<file path="src/rtl/jan_pkg.sv">
package jan_pkg;

    localparam int SAMPLE_BITS = 10;
    localparam int ANGLE_STEPS = 30;
    localparam int CFG_W       = 10;
    localparam int ANGLE_W     = 5;
    localparam int IDX_W       = 3;

    localparam int VAL_W      = (SAMPLE_BITS > CFG_W) ? SAMPLE_BITS : CFG_W;
    localparam int SPAN_W     = VAL_W + 3;
    localparam int GAIN_SHIFT = 9;
    localparam int DIVD_W     = SAMPLE_BITS + GAIN_SHIFT;
    localparam int CNT_W      = $clog2(DIVD_W + 1);

    localparam int SCALE_W   = 10;
    localparam int COEF_W    = 16;
    localparam int PROD_W    = SCALE_W + COEF_W;
    localparam int ACC_W     = PROD_W + 1;
    localparam int AXIS_W    = 11;
    localparam int FRAC_BITS = 14;
    localparam int FRAC_MASK = (1 << FRAC_BITS) - 1;
    localparam int MUL_STEPS = 4;
    localparam int MSEL_W    = $clog2(MUL_STEPS);

    localparam int SCALE_MAX     = 511;
    localparam int SCALE_NEG_MAG = 512;

    localparam int S_TDATA_W = ((2 * SAMPLE_BITS + 7) / 8) * 8;
    localparam int M_TDATA_W = ((2 * AXIS_W + 7) / 8) * 8;

    localparam logic [CFG_W-1:0]       MARGIN_RESET = CFG_W'(16);
    localparam logic [SAMPLE_BITS-1:0] SAMPLE_MID   = SAMPLE_BITS'(1 << (SAMPLE_BITS - 1));

    typedef enum logic [IDX_W-1:0] {
        REG_DEADZONE,
        REG_EDGE_MARGIN,
        REG_STICK_ON_LEFT,
        REG_ANGLE_LEFT,
        REG_ANGLE_RIGHT,
        REG_INVERT_LEFT,
        REG_INVERT_RIGHT
    } reg_idx_t;

    typedef enum logic [2:0] {
        ST_IDLE,
        ST_PREP,
        ST_SETUP,
        ST_DIV,
        ST_STORE,
        ST_MUL,
        ST_FINISH,
        ST_OUT
    } state_t;

    typedef struct packed {
        logic              capture;
        logic              recenter;
        logic              widen;
        logic              setup;
        logic              div_step;
        logic              store;
        logic              mul_step;
        logic              finish;
        logic              out_load;
        logic              axis_sel;
        logic [MSEL_W-1:0] mul_sel;
    } jan_cmd_t;

    typedef struct packed {
        logic recenter;
        logic out_free;
    } jan_status_t;

    function automatic logic signed [COEF_W-1:0] cos_q14(input logic [ANGLE_W-1:0] a);
        logic signed [COEF_W-1:0] c;
        case (a)
            5'd0:  c = 16'sd16384;
            5'd1:  c = 16'sd16026;
            5'd2:  c = 16'sd14968;
            5'd3:  c = 16'sd13255;
            5'd4:  c = 16'sd10963;
            5'd5:  c = 16'sd8192;
            5'd6:  c = 16'sd5063;
            5'd7:  c = 16'sd1713;
            5'd8:  c = -16'sd1713;
            5'd9:  c = -16'sd5063;
            5'd10: c = -16'sd8192;
            5'd11: c = -16'sd10963;
            5'd12: c = -16'sd13255;
            5'd13: c = -16'sd14968;
            5'd14: c = -16'sd16026;
            5'd15: c = -16'sd16384;
            5'd16: c = -16'sd16026;
            5'd17: c = -16'sd14968;
            5'd18: c = -16'sd13255;
            5'd19: c = -16'sd10963;
            5'd20: c = -16'sd8192;
            5'd21: c = -16'sd5063;
            5'd22: c = -16'sd1713;
            5'd23: c = 16'sd1713;
            5'd24: c = 16'sd5063;
            5'd25: c = 16'sd8192;
            5'd26: c = 16'sd10963;
            5'd27: c = 16'sd13255;
            5'd28: c = 16'sd14968;
            5'd29: c = 16'sd16026;
            default: c = '0;
        endcase
        return c;
    endfunction

    function automatic logic signed [COEF_W-1:0] sin_q14(input logic [ANGLE_W-1:0] a);
        logic signed [COEF_W-1:0] s;
        case (a)
            5'd0:  s = 16'sd0;
            5'd1:  s = 16'sd3406;
            5'd2:  s = 16'sd6664;
            5'd3:  s = 16'sd9630;
            5'd4:  s = 16'sd12176;
            5'd5:  s = 16'sd14189;
            5'd6:  s = 16'sd15582;
            5'd7:  s = 16'sd16294;
            5'd8:  s = 16'sd16294;
            5'd9:  s = 16'sd15582;
            5'd10: s = 16'sd14189;
            5'd11: s = 16'sd12176;
            5'd12: s = 16'sd9630;
            5'd13: s = 16'sd6664;
            5'd14: s = 16'sd3406;
            5'd15: s = 16'sd0;
            5'd16: s = -16'sd3406;
            5'd17: s = -16'sd6664;
            5'd18: s = -16'sd9630;
            5'd19: s = -16'sd12176;
            5'd20: s = -16'sd14189;
            5'd21: s = -16'sd15582;
            5'd22: s = -16'sd16294;
            5'd23: s = -16'sd16294;
            5'd24: s = -16'sd15582;
            5'd25: s = -16'sd14189;
            5'd26: s = -16'sd12176;
            5'd27: s = -16'sd9630;
            5'd28: s = -16'sd6664;
            5'd29: s = -16'sd3406;
            default: s = '0;
        endcase
        return s;
    endfunction

endpackage

</file>
<file path="src/rtl/joystick_axis_normalizer.sv">
// Calibrates and rotates a pair of joystick converter samples. A beat with
// s_tuser low is a sample: each axis widens its tracked min/max, values within
// the deadzone of center give 0, others scale to -512..+511 over the span to the
// tracked extreme less the edge margin, then the pair is rotated by the
// selected multiple of 12 degrees (X optionally negated). A beat with s_tuser
// high recenters on its sample, restores deadzone and edge margin to 16 and
// returns zeros. A new beat is accepted only after the last one has reached
// the output register. The serial restoring divider (19 steps per axis) is
// shared by both axes, and a single multiplier forms the four rotation
// products. One finished result can wait in the output register while the
// next beat is accepted and processed. The user must make configuration
// writes only while the block is idle; the block does not enforce this.
module joystick_axis_normalizer (
    input  logic                              aclk,
    input  logic                              aresetn,
    input  logic                              s_tvalid,
    output logic                              s_tready,
    input  logic [jan_pkg::S_TDATA_W-1:0]     s_tdata,   // raw_x, raw_y, zero pad
    input  logic                              s_tuser,   // action
    output logic                              m_tvalid,
    input  logic                              m_tready,
    output logic [jan_pkg::M_TDATA_W-1:0]     m_tdata,   // axis_x, axis_y, zero pad
    input  logic                              cfg_wr_en,
    input  logic [jan_pkg::IDX_W-1:0]         cfg_addr,
    input  logic [jan_pkg::CFG_W-1:0]         cfg_wdata
);

    localparam int SB = jan_pkg::SAMPLE_BITS;
    localparam int OW = jan_pkg::AXIS_W;

    jan_pkg::jan_cmd_t    cmd;
    jan_pkg::jan_status_t status;
    logic signed [OW-1:0] axis_x, axis_y;

    jan_ctrl u_ctrl (
        .aclk     (aclk),
        .aresetn  (aresetn),
        .s_tvalid (s_tvalid),
        .s_tready (s_tready),
        .status   (status),
        .cmd      (cmd)
    );

    jan_dp u_dp (
        .aclk        (aclk),
        .aresetn     (aresetn),
        .cmd         (cmd),
        .status      (status),
        .in_recenter (s_tuser),
        .in_raw_x    (s_tdata[SB-1:0]),
        .in_raw_y    (s_tdata[2*SB-1:SB]),
        .cfg_wr_en   (cfg_wr_en),
        .cfg_addr    (cfg_addr),
        .cfg_wdata   (cfg_wdata),
        .m_tvalid    (m_tvalid),
        .m_tready    (m_tready),
        .m_axis_x    (axis_x),
        .m_axis_y    (axis_y)
    );

    assign m_tdata = {{(jan_pkg::M_TDATA_W - 2 * OW){1'b0}}, axis_y, axis_x};

endmodule

</file>
<file path="src/rtl/jan_ctrl.sv">
module jan_ctrl (
    input  logic                  aclk,
    input  logic                  aresetn,
    input  logic                  s_tvalid,
    output logic                  s_tready,
    input  jan_pkg::jan_status_t  status,
    output jan_pkg::jan_cmd_t     cmd
);

    jan_pkg::state_t                 state_reg, state_next;
    logic                            axis_reg, axis_next;
    logic [jan_pkg::CNT_W-1:0]       cnt_reg, cnt_next;
    logic [jan_pkg::MSEL_W-1:0]      mul_reg, mul_next;

    always_ff @(posedge aclk) begin
        if (!aresetn) begin
            state_reg <= jan_pkg::ST_IDLE;
            axis_reg  <= 1'b0;
            cnt_reg   <= '0;
            mul_reg   <= '0;
        end else begin
            state_reg <= state_next;
            axis_reg  <= axis_next;
            cnt_reg   <= cnt_next;
            mul_reg   <= mul_next;
        end
    end

    always_comb begin
        state_next   = state_reg;
        axis_next    = axis_reg;
        cnt_next     = cnt_reg;
        mul_next     = mul_reg;
        cmd          = '0;
        cmd.axis_sel = axis_reg;
        cmd.mul_sel  = mul_reg;
        s_tready     = 1'b0;
        case (state_reg)
            jan_pkg::ST_IDLE: begin
                s_tready = 1'b1;
                if (s_tvalid) begin
                    cmd.capture = 1'b1;
                    state_next  = jan_pkg::ST_PREP;
                end
            end
            jan_pkg::ST_PREP: begin
                if (status.recenter) begin
                    cmd.recenter = 1'b1;
                    state_next   = jan_pkg::ST_OUT;
                end else begin
                    cmd.widen  = 1'b1;
                    axis_next  = 1'b0;
                    state_next = jan_pkg::ST_SETUP;
                end
            end
            jan_pkg::ST_SETUP: begin
                cmd.setup  = 1'b1;
                cnt_next   = '0;
                state_next = jan_pkg::ST_DIV;
            end
            jan_pkg::ST_DIV: begin
                cmd.div_step = 1'b1;
                cnt_next     = cnt_reg + jan_pkg::CNT_W'(1);
                if (cnt_reg == jan_pkg::CNT_W'(jan_pkg::DIVD_W - 1)) begin
                    state_next = jan_pkg::ST_STORE;
                end
            end
            jan_pkg::ST_STORE: begin
                cmd.store = 1'b1;
                if (!axis_reg) begin
                    axis_next  = 1'b1;
                    state_next = jan_pkg::ST_SETUP;
                end else begin
                    mul_next   = '0;
                    state_next = jan_pkg::ST_MUL;
                end
            end
            jan_pkg::ST_MUL: begin
                cmd.mul_step = 1'b1;
                mul_next     = mul_reg + jan_pkg::MSEL_W'(1);
                if (mul_reg == jan_pkg::MSEL_W'(jan_pkg::MUL_STEPS - 1)) begin
                    state_next = jan_pkg::ST_FINISH;
                end
            end
            jan_pkg::ST_FINISH: begin
                cmd.finish = 1'b1;
                state_next = jan_pkg::ST_OUT;
            end
            jan_pkg::ST_OUT: begin
                if (status.out_free) begin
                    cmd.out_load = 1'b1;
                    state_next   = jan_pkg::ST_IDLE;
                end
            end
            default: begin
                state_next = jan_pkg::ST_IDLE;
            end
        endcase
    end

endmodule

</file>
<file path="src/rtl/jan_dp.sv">
module jan_dp (
    input  logic                                aclk,
    input  logic                                aresetn,
    input  jan_pkg::jan_cmd_t                   cmd,
    output jan_pkg::jan_status_t                status,
    input  logic                                in_recenter,
    input  logic [jan_pkg::SAMPLE_BITS-1:0]     in_raw_x,
    input  logic [jan_pkg::SAMPLE_BITS-1:0]     in_raw_y,
    input  logic                                cfg_wr_en,
    input  logic [jan_pkg::IDX_W-1:0]           cfg_addr,
    input  logic [jan_pkg::CFG_W-1:0]           cfg_wdata,
    output logic                                m_tvalid,
    input  logic                                m_tready,
    output logic signed [jan_pkg::AXIS_W-1:0]   m_axis_x,
    output logic signed [jan_pkg::AXIS_W-1:0]   m_axis_y
);

    localparam int SB = jan_pkg::SAMPLE_BITS;
    localparam int SW = jan_pkg::SPAN_W;
    localparam int DW = jan_pkg::DIVD_W;
    localparam int QW = jan_pkg::SCALE_W;
    localparam int AW = jan_pkg::ACC_W;
    localparam int OW = jan_pkg::AXIS_W;

    // configuration
    logic [jan_pkg::CFG_W-1:0]   deadzone_reg, edge_margin_reg;
    logic                        stick_on_left_reg, invert_left_reg, invert_right_reg;
    logic [jan_pkg::ANGLE_W-1:0] angle_left_reg, angle_right_reg;

    // calibration state
    logic [SB-1:0] center_x_reg, center_y_reg;
    logic [SB-1:0] low_x_reg, high_x_reg, low_y_reg, high_y_reg;

    // payload
    logic                           recenter_reg;
    logic [SB-1:0]                  raw_x_reg, raw_y_reg;
    logic [SB-1:0]                  rem_reg, divisor_reg;
    logic [DW-1:0]                  quo_reg;
    logic                           neg_reg, zero_reg;
    logic signed [QW-1:0]           scale_x_reg, scale_y_reg;
    logic signed [AW-1:0]           acc_x_reg, acc_y_reg;
    logic signed [OW-1:0]           rx_reg, ry_reg;
    logic signed [OW-1:0]           out_x_reg, out_y_reg;
    logic                           m_tvalid_reg;

    function automatic logic signed [OW-1:0] q14_trunc(input logic signed [AW-1:0] acc);
        logic signed [AW-1:0] adj;
        adj = acc + (acc[AW-1] ? AW'(jan_pkg::FRAC_MASK) : AW'(0));
        return adj[jan_pkg::FRAC_BITS+OW-1:jan_pkg::FRAC_BITS];
    endfunction

    // axis scaling setup
    logic [SB-1:0]        v_sel, c_sel, lo_sel, hi_sel;
    logic signed [SW-1:0] v_s, c_s, lo_s, hi_s, dz_s, em_s, d_s, mag_s, num_s, span_s;
    logic                 pos, below;
    logic [SB-1:0]        num_mag;
    logic [DW-1:0]        dividend;

    always_comb begin
        v_sel   = cmd.axis_sel ? raw_y_reg    : raw_x_reg;
        c_sel   = cmd.axis_sel ? center_y_reg : center_x_reg;
        lo_sel  = cmd.axis_sel ? low_y_reg    : low_x_reg;
        hi_sel  = cmd.axis_sel ? high_y_reg   : high_x_reg;
        v_s     = $signed(SW'(v_sel));
        c_s     = $signed(SW'(c_sel));
        lo_s    = $signed(SW'(lo_sel));
        hi_s    = $signed(SW'(hi_sel));
        dz_s    = $signed(SW'(deadzone_reg));
        em_s    = $signed(SW'(edge_margin_reg));
        d_s     = v_s - c_s;
        pos     = (d_s > 0);
        mag_s   = d_s[SW-1] ? -d_s : d_s;
        below   = (mag_s < dz_s);
        num_s   = mag_s - dz_s;
        span_s  = pos ? (hi_s - em_s - c_s - dz_s) : (c_s - dz_s - lo_s - em_s);
        num_mag = num_s[SB-1:0];
        // times 511 as shift and subtract
        dividend = {num_mag, {jan_pkg::GAIN_SHIFT{1'b0}}} - DW'(num_mag);
    end

    // restoring divide step
    logic [SB:0]   shifted, diff;
    logic          ge;
    logic signed [QW-1:0] scale_q;

    always_comb begin
        shifted = {rem_reg, quo_reg[DW-1]};
        diff    = shifted - {1'b0, divisor_reg};
        ge      = (shifted >= {1'b0, divisor_reg});
        if (zero_reg) begin
            scale_q = '0;
        end else if (neg_reg) begin
            if (quo_reg > DW'(jan_pkg::SCALE_NEG_MAG)) begin
                scale_q = QW'(-jan_pkg::SCALE_NEG_MAG);
            end else begin
                scale_q = -$signed(quo_reg[QW-1:0]);
            end
        end else begin
            if (quo_reg > DW'(jan_pkg::SCALE_MAX)) begin
                scale_q = QW'(jan_pkg::SCALE_MAX);
            end else begin
                scale_q = $signed(quo_reg[QW-1:0]);
            end
        end
    end

    // rotation multiply
    logic [jan_pkg::ANGLE_W-1:0]          a_raw, a_idx;
    logic                                 inv;
    logic signed [QW-1:0]                 mul_a;
    logic signed [jan_pkg::COEF_W-1:0]    mul_b;
    logic signed [jan_pkg::PROD_W-1:0]    prod;
    logic signed [AW-1:0]                 prod_ext;
    logic signed [OW-1:0]                 rx_t, ry_t;

    always_comb begin
        a_raw = stick_on_left_reg ? angle_left_reg : angle_right_reg;
        a_idx = (a_raw >= jan_pkg::ANGLE_W'(jan_pkg::ANGLE_STEPS))
              ? a_raw - jan_pkg::ANGLE_W'(jan_pkg::ANGLE_STEPS) : a_raw;
        inv   = stick_on_left_reg ? invert_left_reg : invert_right_reg;
        // steps: x*cos, y*sin, y*cos, x*sin
        mul_a = (cmd.mul_sel == 2'd0 || cmd.mul_sel == 2'd3) ? scale_x_reg : scale_y_reg;
        mul_b = (cmd.mul_sel == 2'd0 || cmd.mul_sel == 2'd2)
              ? jan_pkg::cos_q14(a_idx) : jan_pkg::sin_q14(a_idx);
        prod     = mul_a * mul_b;
        prod_ext = {prod[jan_pkg::PROD_W-1], prod};
        rx_t     = q14_trunc(acc_x_reg);
        ry_t     = q14_trunc(acc_y_reg);
    end

    always_ff @(posedge aclk) begin
        if (!aresetn) begin
            deadzone_reg      <= jan_pkg::MARGIN_RESET;
            edge_margin_reg   <= jan_pkg::MARGIN_RESET;
            stick_on_left_reg <= 1'b1;
            angle_left_reg    <= '0;
            angle_right_reg   <= '0;
            invert_left_reg   <= 1'b0;
            invert_right_reg  <= 1'b0;
            center_x_reg      <= jan_pkg::SAMPLE_MID;
            center_y_reg      <= jan_pkg::SAMPLE_MID;
            low_x_reg         <= jan_pkg::SAMPLE_MID;
            high_x_reg        <= jan_pkg::SAMPLE_MID;
            low_y_reg         <= jan_pkg::SAMPLE_MID;
            high_y_reg        <= jan_pkg::SAMPLE_MID;
        end else begin
            if (cfg_wr_en) begin
                case (jan_pkg::reg_idx_t'(cfg_addr))
                    jan_pkg::REG_DEADZONE:      deadzone_reg      <= cfg_wdata;
                    jan_pkg::REG_EDGE_MARGIN:   edge_margin_reg   <= cfg_wdata;
                    jan_pkg::REG_STICK_ON_LEFT: stick_on_left_reg <= cfg_wdata[0];
                    jan_pkg::REG_ANGLE_LEFT:    angle_left_reg    <= cfg_wdata[jan_pkg::ANGLE_W-1:0];
                    jan_pkg::REG_ANGLE_RIGHT:   angle_right_reg   <= cfg_wdata[jan_pkg::ANGLE_W-1:0];
                    jan_pkg::REG_INVERT_LEFT:   invert_left_reg   <= cfg_wdata[0];
                    jan_pkg::REG_INVERT_RIGHT:  invert_right_reg  <= cfg_wdata[0];
                    default: ;
                endcase
            end
            if (cmd.recenter) begin
                center_x_reg    <= raw_x_reg;
                low_x_reg       <= raw_x_reg;
                high_x_reg      <= raw_x_reg;
                center_y_reg    <= raw_y_reg;
                low_y_reg       <= raw_y_reg;
                high_y_reg      <= raw_y_reg;
                deadzone_reg    <= jan_pkg::MARGIN_RESET;
                edge_margin_reg <= jan_pkg::MARGIN_RESET;
            end
            if (cmd.widen) begin
                if (raw_x_reg > high_x_reg) begin
                    high_x_reg <= raw_x_reg;
                end else if (raw_x_reg < low_x_reg) begin
                    low_x_reg <= raw_x_reg;
                end
                if (raw_y_reg > high_y_reg) begin
                    high_y_reg <= raw_y_reg;
                end else if (raw_y_reg < low_y_reg) begin
                    low_y_reg <= raw_y_reg;
                end
            end
        end
    end

    always_ff @(posedge aclk) begin
        if (cmd.capture) begin
            recenter_reg <= in_recenter;
            raw_x_reg    <= in_raw_x;
            raw_y_reg    <= in_raw_y;
        end
        if (cmd.setup) begin
            rem_reg     <= '0;
            quo_reg     <= dividend;
            divisor_reg <= span_s[SB-1:0];
            neg_reg     <= !pos;
            zero_reg    <= below || (span_s <= 0);
        end
        if (cmd.div_step) begin
            rem_reg <= ge ? diff[SB-1:0] : shifted[SB-1:0];
            quo_reg <= {quo_reg[DW-2:0], ge};
        end
        if (cmd.store) begin
            if (cmd.axis_sel) begin
                scale_y_reg <= scale_q;
            end else begin
                scale_x_reg <= scale_q;
            end
        end
        if (cmd.mul_step) begin
            case (cmd.mul_sel)
                2'd0:    acc_x_reg <= prod_ext;
                2'd1:    acc_x_reg <= acc_x_reg + prod_ext;
                2'd2:    acc_y_reg <= prod_ext;
                default: acc_y_reg <= acc_y_reg - prod_ext;
            endcase
        end
        if (cmd.recenter) begin
            rx_reg <= '0;
            ry_reg <= '0;
        end
        if (cmd.finish) begin
            rx_reg <= inv ? -rx_t : rx_t;
            ry_reg <= ry_t;
        end
        if (cmd.out_load) begin
            out_x_reg <= rx_reg;
            out_y_reg <= ry_reg;
        end
    end

    always_ff @(posedge aclk) begin
        if (!aresetn) begin
            m_tvalid_reg <= 1'b0;
        end else if (cmd.out_load) begin
            m_tvalid_reg <= 1'b1;
        end else if (m_tready) begin
            m_tvalid_reg <= 1'b0;
        end
    end

    assign status.recenter = recenter_reg;
    assign status.out_free = !m_tvalid_reg || m_tready;
    assign m_tvalid        = m_tvalid_reg;
    assign m_axis_x        = out_x_reg;
    assign m_axis_y        = out_y_reg;

endmodule
</file>
<file path="config.mk">
export PLATFORM = sky130hd
export DESIGN_NAME = joystick_axis_normalizer
export DESIGN_NICKNAME = d
export VERILOG_FILES = /design/src/rtl/jan_pkg.sv /design/src/rtl/joystick_axis_normalizer.sv /design/src/rtl/jan_ctrl.sv /design/src/rtl/jan_dp.sv
export SDC_FILE = /design/constraint.sdc
export NUM_CORES = 1
export LEC_CHECK = 0
export BUFFER_PORTS_ARGS = -buffer_cell sky130_fd_sc_hd__buf_2
export CORE_MARGIN = 3
export CORE_UTILIZATION = 30
export DETAILED_ROUTE_END_ITERATION = 6
export PLACE_DENSITY = 0.44
export RECOVER_POWER = 100
export SYNTH_ARGS = -nofsm -noshare
export SYNTH_HDL_FRONTEND = slang
export SYNTH_SLANG_ARGS = --single-unit
</file>
<file path="constraint.sdc">
create_clock -name aclk -period 23.1 [get_ports aclk]
set_input_delay 2.31 -clock aclk [delete_from_list [all_inputs] [get_ports aclk]]
set_output_delay 2.31 -clock aclk [all_outputs]
set_load 0.005 [all_outputs]
</file>
Word level (Yosys, flattened, before mapping)
Memories as Yosys holds them, arrays and structs flattened.
Index checks and enable logic that the tools add are counted.
- bits in registers: 285
- memories: 2
- memory bits (read-only): 1024
- bits of input ports: 43
- output and inout port bits: 26
- logic and storage cells: 195
- memories (memory ; words ; bits a word ; rd ports ; clocked after memory_dff ; write ports ; RTL line ; text):
    (no name shown) ; 32 ; 16 ; 1 ; 0 ; 0 ; jan_pkg.sv:76 ; case (a)
    (no name shown) ; 32 ; 16 ; 1 ; 0 ; 0 ; jan_pkg.sv:114 ; case (a)
- add/sub/neg operators: 20
- equality and inequality tests: 23
- mux-type cells: 69
- multiply operators: 1
- reduce and logical (&&, ||, !) cells: 32
- $lt $le $gt $ge: 11
- bitwise operators: 3
- operator list (operator ; number):
    $mux W10 ; 26
    $pmux W27 S2 ; 2
    $sub A13 B11 Y13 ; 4
    $add A25 B25 Y25 ; 2
    $mux W11 ; 4
    $mux W19 ; 2
    $sub A10 B10 Y11 ; 3
    $mux W14 ; 2
    $add A27 B26 Y27 ; 1
    $sub A27 B26 Y27 ; 1
    $mul A10 B16 Y26 ; 1
    $mux W13 ; 2
    $reduce_and A2 Y1 ; 13
    $pmux W3 S8 ; 1
    $eq A3 B3 Y1 const B ; 7
    $gt A10 B10 Y1 ; 2
    $lt A10 B10 Y1 ; 2
    $sub A10 B10 Y10 ; 2
    $gt A19 B10 Y1 const B ; 1
    $gt A19 B9 Y1 const B ; 1
    $sub A19 B10 Y19 ; 1
    $mux W3 ; 6
    $mux W1 ; 16
    $mux W16 ; 1
    other kinds (31) ; 56

Logic depth before layout (Yosys ltp)
Gate-level depths: netlist of run 1.
- depth in word-level cells: 8
- mapped depth: 51
- depth with buffers taken out: 49

Modules after synthesis
Synthesis of run 1 repeated with hierarchy kept, for this count alone.
- cell total of the unflattened synthesis: 3122
- area, all modules: 27746.6 um^2
- modules (own cells, without submodules) (module ; instances ; cells an instance ; area each (um^2)):
    jan_dp ; 1 ; 3032 ; 27005.9
    jan_ctrl ; 1 ; 87 ; 721.9
    joystick_axis_normalizer ; 1 ; 3 ; 18.8

Worst setup path before layout of run 1
OpenSTA, ideal clock, no wires.
- kind: register -> register
- start: register u_dp.stick_on_left_reg
- end: register u_dp.acc_y_reg[26] (data pin)
- library setup time: 0.262 ns
- stages on the path, launching flop included: 51
- path slack: 12.167 ns
- arrival time: 10.671 ns
- data required time: 22.838 ns
- clock period less this slack: 10.933 ns
- path through: dfxtp_1 buf_2 mux2_2 ha_1 a21oi_1 nor3_2 xor2_1 inv_2 clkbuf_1 ha_1 clkbuf_1 nor2_1 o21ai_0 a211oi_1 nor3_1 nand2_1 fa_1 inv_1 (+15 left out) a21oi_1 o21bai_1 xor2_1 inv_1 ha_1 a21o_1 a21o_1 a21o_1 a21o_1 a31o_4 maj3_2 maj3_2 a2111oi_0 nor3_1 a22oi_2 maj3_1 a2bb2oi_1 nor3_2
- cells in the longest elaborated chain, start to end: 8
- elaborated cells on any way between the ends: 10
- those cells by class: add/sub (2); mul (1); order compare (1); mux (4); memory (2)
- ends and longest elaborated chain (what ; RTL line ; text):
    start: declaration ; jan_dp.sv:27 ; logic stick_on_left_reg, invert_left_reg, invert_right_reg;
    start signal: assignment ; jan_dp.sv:151 ; jan_pkg::REG_STICK_ON_LEFT: stick_on_left_reg <= cfg_wdata[0];
    $mux W5 (*) ; jan_dp.sv:117 ; a_raw = stick_on_left_reg ? angle_left_reg : angle_right_reg;
    $sub A5 B5 Y5 or $ge A5 B5 Y1 (tied branches) ; jan_dp.sv:119, jan_dp.sv:118 ;
    $mux W5 (*) ; jan_dp.sv:119 ; ? a_raw - jan_pkg::ANGLE_W'(jan_pkg::ANGLE_STEPS) : a_raw;
    $mem_v2 Z32 W16, on equally long branches ; - ;
    $mux W16 (*) ; jan_dp.sv:124 ; ? jan_pkg::cos_q14(a_idx) : jan_pkg::sin_q14(a_idx);
    $mul A10 B16 Y26 (*) ; jan_dp.sv:125 ; prod = mul_a * mul_b;
    $sub A27 B26 Y27 ; jan_dp.sv:213 ; default: acc_y_reg <= acc_y_reg - prod_ext;
    $pmux W27 S2 (*) ; jan_dp.sv:209 ; case (cmd.mul_sel)
    end signal: assignment ; jan_dp.sv:212 ; 2'd2: acc_y_reg <= prod_ext;
    end signal: assignment ; jan_dp.sv:213 ;
    end: declaration ; jan_dp.sv:41 ; logic signed [AW-1:0] acc_x_reg, acc_y_reg;
Mark *: on every way between the ends. The rest lies on a longest branch, timed or not.
A chain may end at the register's enable or synchronous reset.

Worst setup path after layout of run 1
Ends and elaborated chain as after synthesis.

==> flow_summary.yaml, run 1 <==
outcome:
  outcome: "finished, violations left"
  violations: "capacitance limit, slew limit"
placement:
  gp_congestion: 0.810
  dp_cells: 4286
  dp_hpwl_um: 56600
  port_buffers: 62
synthesis:
  synthMostInstantiatedCell: "inv_1"
  ys_warn_count: 0
  synth-seq-cells: 285
  avgSynthCellArea_um2: 8.85
  seq_area_frac_synth_pct: 27.3
  synth_edf_count: 180
  synth_flop_cell: "edfxtp_1"
  netlist_area_mm2: 0.0275
  yosys.cell_types.count: 91
  synth_cells: 3109
  yosys.area.top_type_share_pct: 19.6
  synth_area_leaders: "edfxtp_1, ha_1, fa_1"
  async_reset_ff_share_pct: 0
  synth.largest_area_cell: "edfxtp_1"
  yosys-top-cells-count: "inv_1, nand2_1, ha_1, nor2_1, a21oi_1"
setup_path:
  cp_top_family: "adder cells"
  cp_max_fo: 16
  critPathSlowestCell: "o21ai_0"
  worstSetupPathDepth: 48
  rr_endpoint: "u_dp.acc_y_reg[26]$_DFFE_PP_"
  slowest_delay_ns: 1.35
  start_kind: "flip-flop"
  critical_path_class: "reg2reg"
  r2r_cells: 48
  crit_path_frequent_cell: "inv_1"
  end_kind: "flip-flop"
  r2r_start: "u_dp.stick_on_left_reg$_SDFFE_PN1P_"
  arrival_ns: 14.07
  cp-endpoint: "u_dp.acc_y_reg[26]$_DFFE_PP_"
  cp.required_ns: 23.42
  r2r_slack_ns: 9.34
  startpoint: "u_dp.stick_on_left_reg$_SDFFE_PN1P_"
  path_buf_inv: 8
routing:
  firstDrtPassIters: 5
  drcViolationCount: 0
  wire_per_inst_um: 17.0
  detail-route-antenna-nets: 0
  avgViaCountPerCell: 4.82
  finalWirelength_um: 74100
  vias: 21000
  drt_iter0_markers: 974
die:
  dieHeight_um: 309
  dieWidth_um: 309
  io_pins: 69
  start_util_pct: 30.4
  core_region_area_mm2: 0.0904
  num_rows: 110
  die-area_mm2: 0.0954
hold_path:
  hold_path.class: "reg2reg"
  min_from: "u_dp.rx_reg[3]$_SDFFCE_PN0P_"
global_routing:
  grtUsageTotal_pct: 15.6
  grt.overflow.total: 0
  grt_pass1_vias: 21029
  grt_pass1_wl_um: 119000
  antenna_found_initial: 4
  grt_max_degree: 65
run:
  cap_violations: 8
finish:
  nets: 3635
  syn_to_final_growth_pct: 10.2
  n_antenna_cell: 0
  fillCellCount: 9529
  drive_gt1_share_pct: 5.76
  fin_cells: 4353
timing:
  hold_slack_ns: 0.417
  maxSlewHeadroom_pct: -115
  finClkSkew_ns: 0.0279
  tns_ns: 0
  tightest_slew_ns: 3.23
  setup_viol: 0
  rsz0062_at_grt: "false"
  fmax_mhz: 72.7
  min_period_ns: 13.76
  timing.final.crit_share_pct: 59.6
  finalHoldViolations: 0
  drv_slew: 254
clocking:
  path_clk_slew_ns: 0.06
  cts_resized: 0
  cts-root-buf: "clkbuf_16"
  htree_levels: 2
  cts_max_path_buffers: 3
  tritoncts: "done"
  cts_setup_buffers: 0
  cts_sinks: 285
  ctsHoldBuffers: 0
  cts_made_buffers: 37
  insertion_delay_ns: 0.57
==> worst min path at each step <==
stage                                       to  slack, ns  cells after the start
finish              u_dp.m_axis_x[3]$_DFFE_PP_       0.42                      0
global route        u_dp.m_axis_y[8]$_DFFE_PP_       0.42                      0
CTS                 u_dp.m_axis_y[9]$_DFFE_PP_       0.42                      0
detailed placement  u_dp.m_axis_x[2]$_DFFE_PP_       0.40                      0
global placement    u_dp.m_axis_x[7]$_DFFE_PP_       0.40                      0
floorplan           u_dp.m_axis_x[0]$_DFFE_PP_       0.40                      0
==> metal layers <==
metal  part of all wire [%]  track usage [%]
met1                     48             21.1
met4                    1.6             3.02
met3                    2.6             1.81
met5                      0                0
met2                     48             27.1
==> worst reg2reg max path: cells and delay by family (launching register included) <==
| kind | cells | cell delay, ns |
|---|---|---|
| AOI/OAI and AO/OA | 17 | 4.24 |
| xor gates and xnor gates | 2 | 0.51 |
| adders and majority gates | 12 | 5.08 |
| buffers and inverters | 8 | 1.27 |
| DFF | 1 | 0.59 |
| muxes | 1 | 0.35 |
| and+or+nand+nor | 8 | 1.50 |
==> layout by cell type, fill, tap and decap left out, drive strengths merged, types with 13 or more instances in the layout <==
cell / count
inv: 400
nand2: 315
ha: 277
nor2: 228
a21oi: 195
edfxtp: 180
o21ai: 173
fa: 166
xnor2: 120
nor2b: 106
dfxtp: 105
clkbuf: 83
a21o: 81
mux2i: 77
buf: 74
xor2: 52
nor3: 45
nand2b: 44
nand3: 36
a21boi: 30
mux2: 29
o21bai: 28
o21a: 26
and2: 22
a31oi: 21
nor4: 19
or3: 18
clkinv: 16
nand4: 15
a211oi: 14
o211ai: 13
==> through the flow <==
stage	area, µm²	util [%]	setup WS (ns)
after global routing	30300	33.5	8.44
after detailed placement	29300	32.4	10.67
after floorplan	27500	-	12.17
after global placement	29300	32.4	10.62
final	30300	33.5	9.34
after CTS	30500	33.7	10.63
==> final cells by class <==
cell class                      count  area (µm²)  share of cell area, %
Clock inverter                     20         176                  0.582
Timing Repair Buffer              110         578                   1.91
Tap cell                         1176        1470                   4.85
Multi-Input combinational cell   2316       18100                   59.7
Sequential cell                   285        7510                   24.8
Clock buffer                       47        1000                   3.31
Inverter                          399        1500                   4.94
==> logic make-up (layout without fill, tap and decap cells) <==
logic type / Yosys count / after routing / synth area share [%]
xor+xnor: 172 / 172 / 5.50
simple gates: 905 / 905 / 15.5
fa+ha+maj: 451 / 451 / 25.0
other cells: 1 / 2 / 0.0136
flops: 285 / 285 / 27.3
compound gates: 680 / 680 / 15.7
buf+inv: 509 / 576 / 7.02
mux: 106 / 106 / 4.00
Power of run 1 is not shown: default switching activity piles up to over one toggle a cycle in this logic, so the estimate is an artifact.
==> inputs of run 2 (changes only) <==
--- a/config.mk
+++ b/config.mk
@@ -5,6 +5,7 @@
 export SDC_FILE = /design/constraint.sdc
 export NUM_CORES = 1
 export LEC_CHECK = 0
+export ABC_AREA = 1
 export BUFFER_PORTS_ARGS = -buffer_cell sky130_fd_sc_hd__buf_2
 export CORE_MARGIN = 3
 export CORE_UTILIZATION = 30
==> constraint.sdc (replaced) <==
create_clock -name aclk -period 13.35 [get_ports aclk]
set_input_delay 1.335 -clock aclk [delete_from_list [all_inputs] [get_ports aclk]]
set_output_delay 1.335 -clock aclk [all_outputs]
set_load 0.005 [all_outputs]
==> run 2 against run 1 <==
Against the previous run:
- wire length is 20% higher
- sequential share of layout area is 1.3 points lower
- count of clock-buffer cells in the layout is 2 higher
- global-route usage is 1.9 points higher
- final cell count is 22% higher
- synthesized cell count is 28% higher
- clock skew is 0.0092 ns lower
- the flow still finishes with violations (capacitance limit, slew limit)
- synthesized area is 5.7% higher
- maximum frequency is 23% higher
==> flow_summary.yaml, run 2 <==
die:
  core_region_area_mm2: 0.0956
  start_util_pct: 30.4
  dieWidth_um: 317
  num_rows: 113
  die-area_mm2: 0.101
  dieHeight_um: 317
  io_pins: 69
synthesis:
  yosys.area.top_type_share_pct: 18.6
  netlist_area_mm2: 0.0291
  synth_cells: 3972
  synth_flop_cell: "edfxtp_1"
  synth_area_leaders: "edfxtp_1, ha_1, nand2_1"
  synth-seq-cells: 285
  ys_warn_count: 0
  seq_area_frac_synth_pct: 25.8
  avgSynthCellArea_um2: 7.33
  synthMostInstantiatedCell: "nand2_1"
  yosys-top-cells-count: "nand2_1, inv_1, nor2_1, o21ai_0, a21oi_1"
  synth.largest_area_cell: "edfxtp_1"
  synth_edf_count: 180
  yosys.cell_types.count: 64
  async_reset_ff_share_pct: 0
routing:
  wire_per_inst_um: 16.7
  avgViaCountPerCell: 4.74
  drcViolationCount: 0
  drt_iter0_markers: 1601
  firstDrtPassIters: 6
  vias: 25187
  finalWirelength_um: 88600
  detail-route-antenna-nets: 0
clocking:
  cts_made_buffers: 39
  cts_max_path_buffers: 3
  insertion_delay_ns: 0.57
  tritoncts: "done"
  htree_levels: 2
  path_clk_slew_ns: 0.06
  cts-root-buf: "clkbuf_16"
  ctsHoldBuffers: 0
  cts_setup_buffers: 0
  cts_resized: 0
  cts_sinks: 285
timing:
  maxSlewHeadroom_pct: -114
  tightest_slew_ns: 3.21
  hold_slack_ns: 0.414
  finClkSkew_ns: 0.0187
  tns_ns: 0
  rsz0062_at_grt: "false"
  timing.final.crit_share_pct: 83.7
  drv_slew: 337
  setup_viol: 0
  fmax_mhz: 89.5
  finalHoldViolations: 0
  min_period_ns: 11.18
finish:
  layout.cells.most_common_list: "nand2_1, inv_1, nor2_1"
  final_common_cell: "nand2_1"
  multiInputGateArea_mm2: 0.0185
  n_antenna_cell: 0
  syn_to_final_growth_pct: 10.2
  nets: 4501
  seq_area_mm2: 0.00751
  fillCellCount: 10547
  drive_gt1_share_pct: 4.79
global_routing:
  grt_max_degree: 81
  grt_pass1_wl_um: 141000
  grt_pass1_vias: 25036
  antenna_found_initial: 1
  grtUsageTotal_pct: 17.5
  grt.overflow.total: 0
setup_path:
  critical_path_class: "reg2reg"
  crit_path_frequent_cell: "nand2_1"
  slowest_delay_ns: 0.69
  cp.required_ns: 13.60
  cp_max_fo: 25
  arrival_ns: 11.43
  critPathSlowestCell: "o21ai_4"
  start_kind: "flip-flop"
  end_kind: "flip-flop"
run:
  cap_violations: 9
placement:
  port_buffers: 62
  gp_congestion: 0.846
  dp_hpwl_um: 71200
outcome:
  outcome: "finished, violations left"
  violations: "capacitance limit, slew limit"
hold_path:
  hold_path.class: "reg2reg"
run 2: changes by cell type in the layout (fill, tap and decap cells not counted), moves of 73 or more:
cell / change
nor2b_1: -106
mux2i_1: -73
nand3_1: +172
inv_1: +321
a21oi_1: +93
o21ai_0: +125
nand2_1: +602
run 2: routing by layer:
| metal | wire [µm] | track usage, % | vias up |
|---|---|---|---|
| li1 | - | - | 12935 |
| met1 | 41400 | 23.2 | 11758 |
| met2 | 42300 | 30.6 | 398 |
| met3 | 2770 | 1.60 | 96 |
| met4 | 2180 | 4.46 | 0 |
| met5 | 0 | 0 | - |
run 2: per-stage QoR:
stage          cell area (µm²)  utilization (%)  setup WS [ns]  std cells
6_report                 32100             33.6           2.17       5311
2_1_floorplan            29100                -           5.18       3973
3_5_place_dp             30900             32.3           2.76       5239
3_3_place_gp             30900             32.3           2.77       5239
4_1_cts                  32200             33.7           2.75       5311
5_1_grt                  32100             33.6           1.36       5311
run 2: layout make-up:
type | count | share of cell area, %
multi-input cells | 2863 | 57.6
flip-flops and latches | 285 | 23.4
inverters | 735 | 8.60
well taps | 1265 | 4.94
clock buffers | 49 | 3.35
repair buffers | 91 | 1.43
clock inverters | 23 | 0.679
run 2: final timing paths:
path / startpoint / depth (start not counted) / endpoint / slack, ns
setup / recovery: u_dp.stick_on_left_reg$_SDFFE_PN1P_ / 45 / u_dp.acc_x_reg[24]$_DFFE_PP_ / 2.17
hold / removal: u_dp.rx_reg[5]$_SDFFCE_PN0P_ / 0 / u_dp.m_axis_x[5]$_DFFE_PP_ / 0.41
setup reg to reg: u_dp.stick_on_left_reg$_SDFFE_PN1P_ / 45 / u_dp.acc_x_reg[24]$_DFFE_PP_ / 2.17
hold reg to reg: u_dp.rx_reg[5]$_SDFFCE_PN0P_ / 0 / u_dp.m_axis_x[5]$_DFFE_PP_ / 0.41
run 2: kinds of logic after synthesis:
group           after synthesis  share of synthesized area [%]
other cells                   1                         0.0129
simple gates               1556                           22.1
buf+inv                     825                           10.8
fa+ha+maj                   443                           23.3
mux                          12                          0.456
xor+xnor                    123                           3.75
compound gates              727                           13.8
flops                       285                           25.8
run 2: critical path: cells and delay by family, from the launching register on:
kind	cells	cell delay (ns)
buffers and inverters	8	1.35
xor gates and xnor gates	1	0.46
adders and majority gates	8	3.65
AOI/OAI and AO/OA	9	2.25
DFF	1	0.60
and+or+nand+nor	19	2.52
Power of run 2 is left out for the same reason.
==> inputs of run 3 (changes only) <==
==> constraint.sdc (replaced) <==
create_clock -name aclk -period 10.7 [get_ports aclk]
set_input_delay 1.07 -clock aclk [delete_from_list [all_inputs] [get_ports aclk]]
set_output_delay 1.07 -clock aclk [all_outputs]
set_load 0.005 [all_outputs]
==> run 3 against run 2 <==
Against the previous run:
- cell area barely moved
- non-clock buffer count rose by 17
- global-route usage barely moved
- clock skew rose by 0.013 ns
- first-iteration DRC count fell by 3.2%
- maximum frequency rose by 13%
- sequential share of layout area barely moved
- critical path type unchanged
- critical path depth fell by 2
- final cell count rose by 0.26%
- the flow still finishes with violations (capacitance limit, slew limit)
==> flow_summary.yaml, run 3 (synthesized netlist as in run 2, its figures left out) <==
outcome:
  outcome: "finished, violations left"
  violations: "capacitance limit, slew limit"
die:
  die-area_mm2: 0.101
  num_rows: 113
  dieWidth_um: 317
  io_pins: 69
  start_util_pct: 30.4
  dieHeight_um: 317
  core_region_area_mm2: 0.0956
timing:
  min_period_ns: 9.88
  maxSlewHeadroom_pct: -77.3
  setup_viol: 0
  finalHoldViolations: 0
  tightest_slew_ns: 2.66
  drv_slew: 359
  tns_ns: 0
  fmax_mhz: 101
  finClkSkew_ns: 0.0313
  rsz0062_at_grt: "false"
  timing.final.crit_share_pct: 92.3
routing:
  avgViaCountPerCell: 4.73
  wire_per_inst_um: 16.6
  vias: 25164
  drcViolationCount: 0
  firstDrtPassIters: 5
  detail-route-antenna-nets: 0
  drt_iter0_markers: 1550
  finalWirelength_um: 88500
setup_path:
  arrival_ns: 10.18
  critPathSlowestCell: "fa_1"
  critical_path_class: "reg2reg"
  crit_path_frequent_cell: "inv_1"
  cp.required_ns: 11.00
  start_kind: "flip-flop"
  end_kind: "flip-flop"
  cp_max_fo: 14
  path_buf_inv: 9
  slowest_delay_ns: 0.54
  cp_top_family: "adder cells"
clocking:
  insertion_delay_ns: 0.57
  cts_resized: 0
  path_clk_slew_ns: 0.06
  cts-root-buf: "clkbuf_16"
  ctsHoldBuffers: 0
  cts_setup_buffers: 0
  tritoncts: "done"
  cts_made_buffers: 38
  cts_sinks: 285
  cts_max_path_buffers: 3
  htree_levels: 2
global_routing:
  grt_pass1_vias: 25142
  grt_pass1_wl_um: 141000
  grt_max_degree: 60
  antenna_found_initial: 1
  grtUsageTotal_pct: 17.5
  grt.overflow.total: 0
finish:
  final_common_cell: "nand2_1"
  syn_to_final_growth_pct: 10.3
  nets: 4517
  drive_gt1_share_pct: 5.20
  n_antenna_cell: 0
  layout.cells.most_common_list: "nand2_1, inv_1, nor2_1"
placement:
  port_buffers: 62
  dp_hpwl_um: 71400
  gp_congestion: 0.858
run:
  cap_violations: 10
hold_path:
  hold_path.class: "reg2reg"
==> run 3: cell count changes in the layout (fill, tap and decap cells not counted), sizes merged <==
cell	change
clkinvlp	-1
clkbuf	-1
inv	-4
bufinv	-3
buf	+19
clkinv	+4
==> run 3: final timing paths <==
| path | startpoint | end | slack, ns | cells after the start |
|---|---|---|---|---|
| worst max-delay path | u_dp.stick_on_left_reg$_SDFFE_PN1P_ | u_dp.acc_x_reg[22]$_DFFE_PP_ | 0.82 | 43 |
| worst min-delay path | u_dp.rx_reg[9]$_SDFFCE_PN0P_ | u_dp.m_axis_x[9]$_DFFE_PP_ | 0.42 | 0 |
| worst max register to register | u_dp.stick_on_left_reg$_SDFFE_PN1P_ | u_dp.acc_x_reg[22]$_DFFE_PP_ | 0.82 | 43 |
| worst min register to register | u_dp.rx_reg[9]$_SDFFCE_PN0P_ | u_dp.m_axis_x[9]$_DFFE_PP_ | 0.42 | 0 |
==> run 3: per-layer routing <==
layer  GRT usage, %  vias up  wire, µm
met5              0        -         0
li1               -    12977         -
met2           30.9      406     42700
met4           4.38        0      2040
met1           22.8    11698     40800
met3           1.90       83      2950
==> run 3: area by class of cell <==
class                      count  area [µm²]
fill                       10512       63500
inverter                     735        2760
clock inverter                19         124
sequential                   285        7510
timing repair buffer         108         578
tap                         1265        1580
clock buffer                  50        1070
multi-input combinational   2863       18500
==> run 3: stage by stage <==
step	instance area (µm²)	util (%)	hold WS [ns]	setup WS [ns]	std cells
2_1_floorplan	29100	-	0.400	2.53	3973
3_3_place_gp	31000	32.4	0.403	0.726	5256
3_5_place_dp	31000	32.4	0.405	0.710	5256
4_1_cts	32200	33.7	0.418	0.671	5325
5_1_grt	32100	33.6	0.426	0.0451	5325
6_report	32100	33.6	0.417	0.822	5325
Power of run 3 is left out for the same reason.
